## config.mk

```make
export PLATFORM = sky130hd
export DESIGN_NAME = bbl_cell
export DESIGN_NICKNAME = d
export VERILOG_FILES = /design/src/hw/rtl/bbl_pkg.sv /design/src/hw/rtl/bbl_cell.sv
export SDC_FILE = /design/constraint.sdc
export NUM_CORES = 1
export LEC_CHECK = 0
export BUFFER_PORTS_ARGS = -buffer_cell sky130_fd_sc_hd__buf_2
export CAP_MARGIN = 25
export CORE_ASPECT_RATIO = 0.9
export CORE_MARGIN = 2
export CORE_UTILIZATION = 47
export CTS_CLUSTER_DIAMETER = 120
export DETAILED_ROUTE_END_ITERATION = 10
export PLACE_DENSITY = 0.83
export SLEW_MARGIN = 20
export SYNTH_ARGS = -nofsm -noshare
export SYNTH_HDL_FRONTEND = slang
export SYNTH_SLANG_ARGS = --single-unit
```

## constraint.sdc

```tcl
create_clock -name clk -period 1.8 [get_ports clk]
set_input_delay 0.54 -clock clk [delete_from_list [all_inputs] [get_ports clk]]
set_output_delay 0.54 -clock clk [all_outputs]
set_load 0.02 [all_outputs]
```

## src/hw/rtl/bbl_pkg.sv

```systemverilog
`timescale 1ns / 1ps
// ----------------------------------------------------------------------------
// bbl_pkg
// Shared types and constants of the streaming 3x3 box blur.
// ----------------------------------------------------------------------------
package bbl_pkg;

	localparam int MAX_WIDTH_DEF = 1024;
	localparam int MAX_HEIGHT    = 1024;

	localparam int CFG_W    = 11;
	localparam int PIX_W    = 24;
	localparam int CH_W     = 8;
	localparam int SUM_W    = 12;
	localparam int OUT_XY_W = 10;

	localparam logic [CFG_W-1:0] WIDTH_RESET  = 11'd800;
	localparam logic [CFG_W-1:0] HEIGHT_RESET = 11'd600;
	localparam logic [CH_W-1:0]  ALPHA_OPAQUE = 8'hFF;

	// floor(s / 9) = (s * 3641) >> 15 for s up to 9 * 255
	localparam logic [SUM_W-1:0] RECIP_NINE  = 12'd3641;
	localparam int               RECIP_SHIFT = 15;
	localparam logic [SUM_W-1:0] SUM_MAX     = 12'd2295;

	typedef enum logic [0:0] {
		REG_FRAME_WIDTH  = 1'b0,
		REG_FRAME_HEIGHT = 1'b1
	} cfg_reg_t;

	typedef struct packed {
		logic [31:0] pixel_color;
		logic        is_flush;
	} pixel_word_t;

	typedef struct packed {
		logic [31:0]         out_color;
		logic [OUT_XY_W-1:0] out_x;
		logic [OUT_XY_W-1:0] out_y;
		logic                frame_last;
	} blur_word_t;

	typedef struct packed {
		logic shift;
		logic clear;
	} cell_ctrl_t;

	typedef struct packed {
		logic left;
		logic right;
		logic top;
		logic bottom;
	} edge_keep_t;

endpackage

```

## src/hw/rtl/bbl_cell.sv

```systemverilog
`timescale 1ns / 1ps
// ----------------------------------------------------------------------------
// bbl_cell
// One window cell: holds an RGB pixel, takes its neighbor's on a shift and zeroes on a clear.
// ----------------------------------------------------------------------------
module bbl_cell (
	input  logic                     clk,
	input  logic                     arst_n,
	input  bbl_pkg::cell_ctrl_t      ctrl,
	input  logic [bbl_pkg::PIX_W-1:0] din,
	output logic [bbl_pkg::PIX_W-1:0] dout
);
	import bbl_pkg::*;

	always_ff @(posedge clk or negedge arst_n) begin
		if (!arst_n) begin
			dout <= '0;
		end else if (ctrl.clear) begin
			dout <= '0;
		end else if (ctrl.shift) begin
			dout <= din;
		end
	end
endmodule

```

==> results_dict.tcl, run 1 <==
set metrics [dict create \
    post-place-ws_ns 0.528 \
    crit_fanout 2 \
    grt-ovfl-total 0 \
    fin_skew_ns 0 \
    cts_buffers 3 \
    yosys.area_share.simple 0.0910 \
    firstDrtPassIters 4 \
    rr_worst_depth 2 \
    synth_area_um2 990 \
    timing.final.crit_share 0.794 \
    slew_violations 0 \
    mostFrequentLayoutCells "buf_2 (51), mux2i_1 (24), nor2_1 (24), dfrtp_1 (24), clkbuf_4 (3)" \
    grt_pass1_wl_um 2800 \
    mostFrequentLayoutCell "buf_2" \
    worstSetupEndpointType "primary output" \
    postSynthCellCount 77 \
    finalSetupViolCount 0 \
    clk_pin_slew_ns 0.13 \
    maxSlewHeadroom 0.668 \
    synth_top_area_share 0.607 \
    ys_warn_count 0 \
    die_area_mm2 0.00249 \
    r2r-end "dout[18]" \
    setup-tns-final_ns 0 \
    critPathMaxStageDelay_ns 0.41 \
    leakagePower_nw 0.769 \
    wirelength_um 1920 \
    die_y_um 47.5 \
    cp-start-kind "flip-flop" \
    largest_reg_flops 24 \
    cts_num_sinks 24 \
    top_register "dout" \
    hold-worst-slack_ns 0.174 \
    place_inst 149 \
    yosysSeqAreaShare 0.607 \
    cts_max_path_buffers 2 \
    rsz0062_at_grt "no" \
    die_width_um 52.4 \
    tritoncts "yes" \
    root_buffer "clkbuf_4" \
    via_count 749 \
    area_growth_pct 30.3 \
    drt_iter0_drc 5 \
    cts_setup_buffers 0 \
    drcViolationCount 0 \
    synth_xor_area_frac 0 \
    instances_no_fill 153 \
    antenna_found_initial 0 \
    nNetsFinal 157 \
    syn_nets 105 \
    wl_per_cell_um 12.6 \
    final_area_mm2 0.00129 \
    avgSynthCellArea_um2 12.9 \
    outcome "finished clean" \
    worst_slack_ns 0.372 \
    num_antenna_cells 0 \
    final_util 0.661 \
    ys_types 6 \
    viasPerCell 4.90 \
    place.gp.congestion 0.637 \
    yosysTopAreaCell "dfrtp_1" \
    crit_path_cell_trace "buf_2" \
    antenna_left 0 \
    worst_pin_slew_ns 0.498 \
    grt_pass1_vias 671 \
    crit_required_ns 1.26 \
    placementRows 15 \
    crit_family "flip-flops" \
    core_mm2 0.00195 \
    cts_hold_buf 0 \
    htreeDepth 1 \
    boundaryPins 52 \
    criticalPathCategory "reg2out" \
    ir_drop_mv 0.522 \
    largestRegisters "dout (24)" \
    hold_violations 0 \
    cp_num_buf_inv 1 \
    cts_resized 0 \
    clk_latency_ns 0.31 \
    dp_hpwl_um 1440 \
    netlist_top_cells_area "dfrtp_1 (61%), mux2i_1 (24%), nor2_1 (9.1%)" \
    start_util 0.507 \
    crit_slowest_cell "dfrtp_1" \
    drive_gt1_frac 0.438 \
    grt_usage 0.156 \
    min_path_type "in2async" \
    ys_ff_latch 24 \
    r2r_slack_ns 1.08 \
    dpl-instance-area_mm2 0.00124 \
    synth_compound_gate_area_share 0 \
    grt_start_max_net_pins 25 \
    synth_top_family_by_area "multiplexers" \
    layout_min_cycle_time_ns 1.43 \
    synth_adder_area_share 0 \
    io_buffers 51 \
    power_density_mw_per_mm2 890 \
    cp_data_arrival_time_ns 0.89 \
    r2r_start "dout[18]" \
    synth.area.mux_share 0.243 \
    cap_violations 0 \
    p_total_mw 1.15 \
    max_freq_mhz 700 \
]
cell usage after synthesis (all sizes together):
cell type	n
clkbuf	2
buf	3
nor2	24
dfrtp	24
mux2i	24
layout make-up:
cell class / count / area (µm²)
Clock buffer: 3 / 22.5
Clock inverter: 1 / 30.0
Fill cell: 162 / 662
Multi-Input combinational cell: 48 / 330
Sequential cell: 24 / 601
Tap cell: 25 / 31.3
Timing Repair Buffer: 52 / 275
worst max-delay path by stage:
stage                to  depth (start not counted)      from  slack (ns)
2_1_floorplan  dout[10]                          4   ctrl[1]        0.66
3_3_place_gp   dout[10]                          4   ctrl[1]        0.56
3_5_place_dp   dout[18]                          4   ctrl[1]        0.53
4_1_cts        dout[18]                          1  dout[18]        0.38
5_1_grt        dout[15]                          1  dout[15]        0.34
6_report       dout[18]                          1  dout[18]        0.37
per-layer routing:
metal  vias to the layer above  part of all wire  track usage
met3                         2             0.055       0.0188
met4                         0             0.014       0.0769
li1                        354                 -            -
met2                        30              0.52        0.285
met1                       363              0.41        0.188
met5                         -                 0            0
power by group:
group | internal [mW] | total (mW) | leakage [nW] | switching (mW)
Clock | 0.225 | 0.382 | 0.0279 | 0.157
Combinational | 0.0764 | 0.182 | 0.422 | 0.106
Sequential | 0.569 | 0.584 | 0.318 | 0.0154
kinds of logic after synthesis:
logic type / Yosys count
buffers and inverters: 5
muxes: 24
and+or+nand+nor: 24
DFF: 24
Power figures use the tool's default switching activity.
==> run 2: changes to the inputs <==
--- a/config.mk
+++ b/config.mk
@@ -9,10 +9,10 @@
 export CAP_MARGIN = 25
 export CORE_ASPECT_RATIO = 0.9
 export CORE_MARGIN = 2
-export CORE_UTILIZATION = 47
+export CORE_UTILIZATION = 39
 export CTS_CLUSTER_DIAMETER = 120
 export DETAILED_ROUTE_END_ITERATION = 10
-export PLACE_DENSITY = 0.83
+export PLACE_DENSITY = 0.74
 export SLEW_MARGIN = 20
 export SYNTH_ARGS = -nofsm -noshare
 export SYNTH_HDL_FRONTEND = slang
==> constraint.sdc (replaced) <==
create_clock -name clk -period 1.3 [get_ports clk]
set_input_delay 0.39 -clock clk [delete_from_list [all_inputs] [get_ports clk]]
set_output_delay 0.39 -clock clk [all_outputs]
set_load 0.02 [all_outputs]
==> run 2 against run 1 <==
Net effect: non-clock buffer count grew 2; routed wire length shrank 0.62%; clock-buffer cell count up 1; power is 26% higher; sequential power grew 39%; first-iteration DRC count decreased by 40%; highest routed layer unchanged.
==> results_dict.tcl, run 2 (synthesized netlist as in run 1, its figures left out) <==
set metrics [dict create \
    cts_buffers 3 \
    grt_start_max_net_pins 25 \
    cts_num_sinks 24 \
    cp-start-kind "flip-flop" \
    max_freq_mhz 791 \
    largestRegisters "dout (24)" \
    r2r-end "dout[3]" \
    p_int_mw 1.07 \
    drt_iter0_drc 3 \
    timing.final.crit_share 0.972 \
    placementRows 17 \
    critPathMaxStageDelay_ns 0.41 \
    firstDrtPassIters 2 \
    cts_max_path_buffers 2 \
    ir_drop_mv 0.707 \
    dp_hpwl_um 1440 \
    post-place-ws_ns 0.163 \
    min_path_type "in2async" \
    wl_per_cell_um 12.1 \
    drive_gt1_frac 0.446 \
    die_y_um 51.8 \
    place.gp.congestion 0.632 \
    viasPerCell 4.69 \
    crit_slowest_cell "dfrtp_1" \
    grt-ovfl-total 0 \
    multi_input_area_um2 330 \
    worst_slack_ns 0.0362 \
    grt_pass1_vias 645 \
    crit_fanout 2 \
    fin_skew_ns 0 \
    fill_cells 242 \
    grt_usage 0.131 \
    layout_min_cycle_time_ns 1.26 \
    io_buffers 51 \
    die_area_mm2 0.00296 \
    crit_family "flip-flops" \
    power_frac_seq 0.561 \
    maxSlewHeadroom 0.663 \
    hold_violations 0 \
    slew_violations 0 \
    boundaryPins 52 \
    largest_reg_flops 24 \
    antenna_left 0 \
    crit_required_ns 0.91 \
    root_buffer "clkbuf_4" \
    setup-tns-final_ns 0 \
    leakagePower_nw 0.772 \
    crit_cells 1 \
    rsz0062_at_grt "no" \
    instances_no_fill 158 \
    top_register "dout" \
    nNetsFinal 159 \
    r2r_slack_ns 0.46 \
    cp_num_buf_inv 1 \
    clk_latency_ns 0.30 \
    wirelength_um 1910 \
    grt_pass1_wl_um 2980 \
    antenna_found_initial 0 \
    p_clk_frac 0.261 \
    power_density_mw_per_mm2 1120 \
    area_growth_pct 30.6 \
    criticalPathCategory "reg2out" \
    via_count 741 \
    cts_resized 0 \
    crit_start "dout[3]" \
    cp_data_arrival_time_ns 0.87 \
    switchingPower_mw 0.374 \
    cap_violations 0 \
    finalSetupViolCount 0 \
    worst_pin_slew_ns 0.505 \
    core_mm2 0.00242 \
    p_sw_frac 0.259 \
    final_util 0.533 \
    clk_pin_slew_ns 0.13 \
    crit_path_cell_trace "buf_2" \
    htreeDepth 1 \
    mostFrequentLayoutCells "buf_2 (51), mux2i_1 (24), nor2_1 (24), dfrtp_1 (24), clkbuf_4 (3)" \
    outcome "finished clean" \
    num_antenna_cells 0 \
    rr_worst_depth 3 \
    start_util 0.408 \
    p_comb_frac 0.178 \
    mostFrequentLayoutCell "buf_2" \
    die_width_um 57.1 \
    ff_latch_area_um2 601 \
    r2r_start "dout[3]" \
    place_inst 152 \
    worstSetupEndpointType "primary output" \
    cts_hold_buf 0 \
    endpoint "dout[3]" \
    drcViolationCount 0 \
    tritoncts "yes" \
]
[run 2: changes by cell type in the layout (fill, tap and decap cells not counted), sizes merged]
cell,change
buf,+2
bufinv,-1
clkbuf,+1
[run 2: power groups by stage]
stage / sequential [mW] / clock [mW] / combinational [mW]
6_report: 0.809 / 0.376 / 0.257
5_1_grt: 0.814 / 0.413 / 0.282
4_1_cts: 0.810 / 0.394 / 0.257
3_5_place_dp: 0.823 / 0 / 0.258
3_3_place_gp: 0.821 / 0 / 0.251
2_1_floorplan: 0.876 / 0 / 0.101
[run 2: worst min-delay path by stage]
stage | start | to | slack [ns]
global placement | arst_n | dout[1] | 0.39
finish | arst_n | dout[10] | 0.03
detailed placement | arst_n | dout[1] | 0.40
CTS | arst_n | dout[1] | 0.04
global route | arst_n | dout[1] | 0.07
floorplan | arst_n | dout[0] | 0.09
[run 2: layout make-up]
| type | instances | area share |
|---|---|---|
| sequential | 24 | 0.465 |
| timing repair buffer | 54 | 0.225 |
| multi-input combinational | 48 | 0.256 |
| tap | 28 | 0.0271 |
| clock buffer | 4 | 0.0281 |
[run 2: routing by layer]
| metal | track usage | part of all wire | up-vias | wire, µm |
|---|---|---|---|---|
| met5 | 0 | 0 | - | 0 |
| met3 | 0.0199 | 0.056 | 2 | 107 |
| met2 | 0.222 | 0.54 | 22 | 1030 |
| met1 | 0.169 | 0.40 | 361 | 755 |
| li1 | - | - | 356 | - |
| met4 | 0.0581 | 0.0099 | 0 | 19 |
[run 2: repair_timing]
action | 4_1_cts | 5_1_grt
endpoints found under the hold margin | 0 | 0
buffers inserted | 0 | 2
endpoints found under the setup margin | 0 | 2
[run 2: per-stage QoR]
step,hold WS [ns],power (mW),area [µm²]
2_1_floorplan,0.0944,0.977,990
3_3_place_gp,0.392,1.07,1240
3_5_place_dp,0.396,1.08,1240
4_1_cts,0.0447,1.46,1280
5_1_grt,0.0687,1.51,1290
6_report,0.0293,1.44,1290
==> run 3: changes to the inputs <==
--- a/config.mk
+++ b/config.mk
@@ -12,7 +12,7 @@
 export CORE_UTILIZATION = 39
 export CTS_CLUSTER_DIAMETER = 120
 export DETAILED_ROUTE_END_ITERATION = 10
-export PLACE_DENSITY = 0.74
+export PLACE_DENSITY_LB_ADDON = 0.12
 export SLEW_MARGIN = 20
 export SYNTH_ARGS = -nofsm -noshare
 export SYNTH_HDL_FRONTEND = slang
==> run 3 against run 2 <==
Net effect: via count fell by 2.4%; core utilization is 1.2 points higher; critical path depth unchanged; sequential cell count unchanged; final area up 2.3%; global-route usage grew 0.40 points; critical path type unchanged.
==> results_dict.tcl, run 3 (synthesized netlist as in run 1, its figures left out) <==
set metrics [dict create \
    outcome "finished clean" \
    wirelength_um 1930 \
    grt_start_max_net_pins 25 \
    mostFrequentLayoutCell "buf_2" \
    r2r_start "dout[18]" \
    core_mm2 0.00242 \
    final_util 0.545 \
    cp-start-kind "flip-flop" \
    criticalPathCategory "reg2out" \
    viasPerCell 4.61 \
    cts_num_sinks 24 \
    placementRows 17 \
    crit_family "flip-flops" \
    hold-worst-slack_ns 0.0449 \
    worstSetupEndpointType "primary output" \
    fill_cells 202 \
    grt-ovfl-total 0 \
    dp_hpwl_um 1350 \
    drt_iter0_drc 15 \
    switchingPower_mw 0.378 \
    crit_fanout 2 \
    die_area_mm2 0.00296 \
    place.gp.congestion 0.699 \
    timing.final.crit_share 0.966 \
    crit_slowest_cell "dfrtp_1" \
    worst_pin_slew_ns 0.525 \
    cap_violations 0 \
    power_frac_seq 0.556 \
    r2r-end "dout[18]" \
    crit_required_ns 0.91 \
    p_comb_frac 0.185 \
    cp_num_buf_inv 1 \
    grt_pass1_wl_um 3020 \
    largestRegisters "dout (24)" \
    route.met2.wl_um 937 \
    max_freq_mhz 797 \
    cts_buffers 3 \
    largest_reg_flops 24 \
    antenna_left 0 \
    grt_pass1_vias 658 \
    leakagePower_nw 0.773 \
    instances_no_fill 157 \
    root_buffer "clkbuf_4" \
    mostFrequentLayoutCells "buf_2 (45), mux2i_1 (24), nor2_1 (24), dfrtp_1 (24), buf_6 (6)" \
    p_total_mw 1.46 \
    area_growth_pct 33.6 \
    io_buffers 51 \
    ir_drop_mv 0.641 \
    slew_violations 0 \
    clk_pin_slew_ns 0.13 \
    drcViolationCount 0 \
    maxSlewHeadroom 0.650 \
    min_path_type "in2async" \
    via_count 723 \
    clk_latency_ns 0.30 \
    r2r_slack_ns 0.48 \
    cts_max_path_buffers 2 \
    die_width_um 57.1 \
    place_inst 152 \
    cts_hold_buf 0 \
    p_clk_frac 0.259 \
    num_antenna_cells 0 \
    nNetsFinal 158 \
    finalSetupViolCount 0 \
    top_layer "met4" \
    die_y_um 51.8 \
    drive_gt1_frac 0.442 \
    rr_worst_depth 3 \
    p_int_mw 1.08 \
    hold_violations 0 \
    wl_per_cell_um 12.3 \
    p_sw_frac 0.260 \
    layout_min_cycle_time_ns 1.26 \
    tritoncts "yes" \
    cp_data_arrival_time_ns 0.87 \
    crit_cells 1 \
    wl_met1_um 890 \
    rsz0062_at_grt "yes" \
    critPathMaxStageDelay_ns 0.41 \
    antenna_found_initial 0 \
    crit_path_cell_trace "buf_2" \
    top_register "dout" \
    grt_usage 0.135 \
    firstDrtPassIters 3 \
    power_density_mw_per_mm2 1100 \
    fin_skew_ns 0 \
    htreeDepth 1 \
    boundaryPins 52 \
    wl_met3_um 94 \
    start_util 0.408 \
]
-- run 3: changes by cell type in the layout (fill, tap and decap cells not counted), sizes merged --
| cell | previous run | this run |
|---|---|---|
| buf | 54 | 53 |
-- run 3: cell type report --
type	count	area (µm²)	share of cell area
timing repair buffer	53	320	0.242
tap	28	35.0	0.0265
multi-input combinational	48	330	0.250
clock buffer	4	36.3	0.0274
sequential	24	601	0.454
-- run 3: what timing repair did --
item                       4_1_cts  5_1_grt
resized for setup                0       12
setup buffers                    0        1
setup endpoints to repair        0        7
-- run 3: stage by stage --
step | setup WS [ns] | TNS [ns] | area [µm²]
floorplan | 0.311 | 0 | 990
CTS | 0.0200 | 0 | 1280
global route | -0.00433 | -0.00843 | 1320
finish | 0.0448 | 0 | 1320
global placement | 0.196 | 0 | 1240
detailed placement | 0.180 | 0 | 1240
-- run 3: worst max-delay path by stage --
stage / startpoint / end / slack, ns
after floorplan: ctrl[1] / dout[10] / 0.31
after global placement: ctrl[1] / dout[0] / 0.20
after detailed placement: ctrl[1] / dout[12] / 0.18
after CTS: dout[17] / dout[17] / 0.02
after global routing: dout[18] / dout[18] / -0.004
final: dout[18] / dout[18] / 0.04
-- run 3: power groups by stage --
| stage | clock (mW) | sequential, mW | combinational, mW |
|---|---|---|---|
| floorplan | 0 | 0.876 | 0.101 |
| global placement | 0 | 0.822 | 0.254 |
| detailed placement | 0 | 0.822 | 0.259 |
| CTS | 0.397 | 0.808 | 0.259 |
| global route | 0.431 | 0.816 | 0.292 |
| finish | 0.377 | 0.810 | 0.269 |
-- run 3: routing by layer --
layer / global-route usage / vias to the layer above
met2: 0.213 / 19
met3: 0.0224 / 2
met5: 0 / -
met1: 0.191 / 344
met4: 0.0465 / 0
li1: - / 358
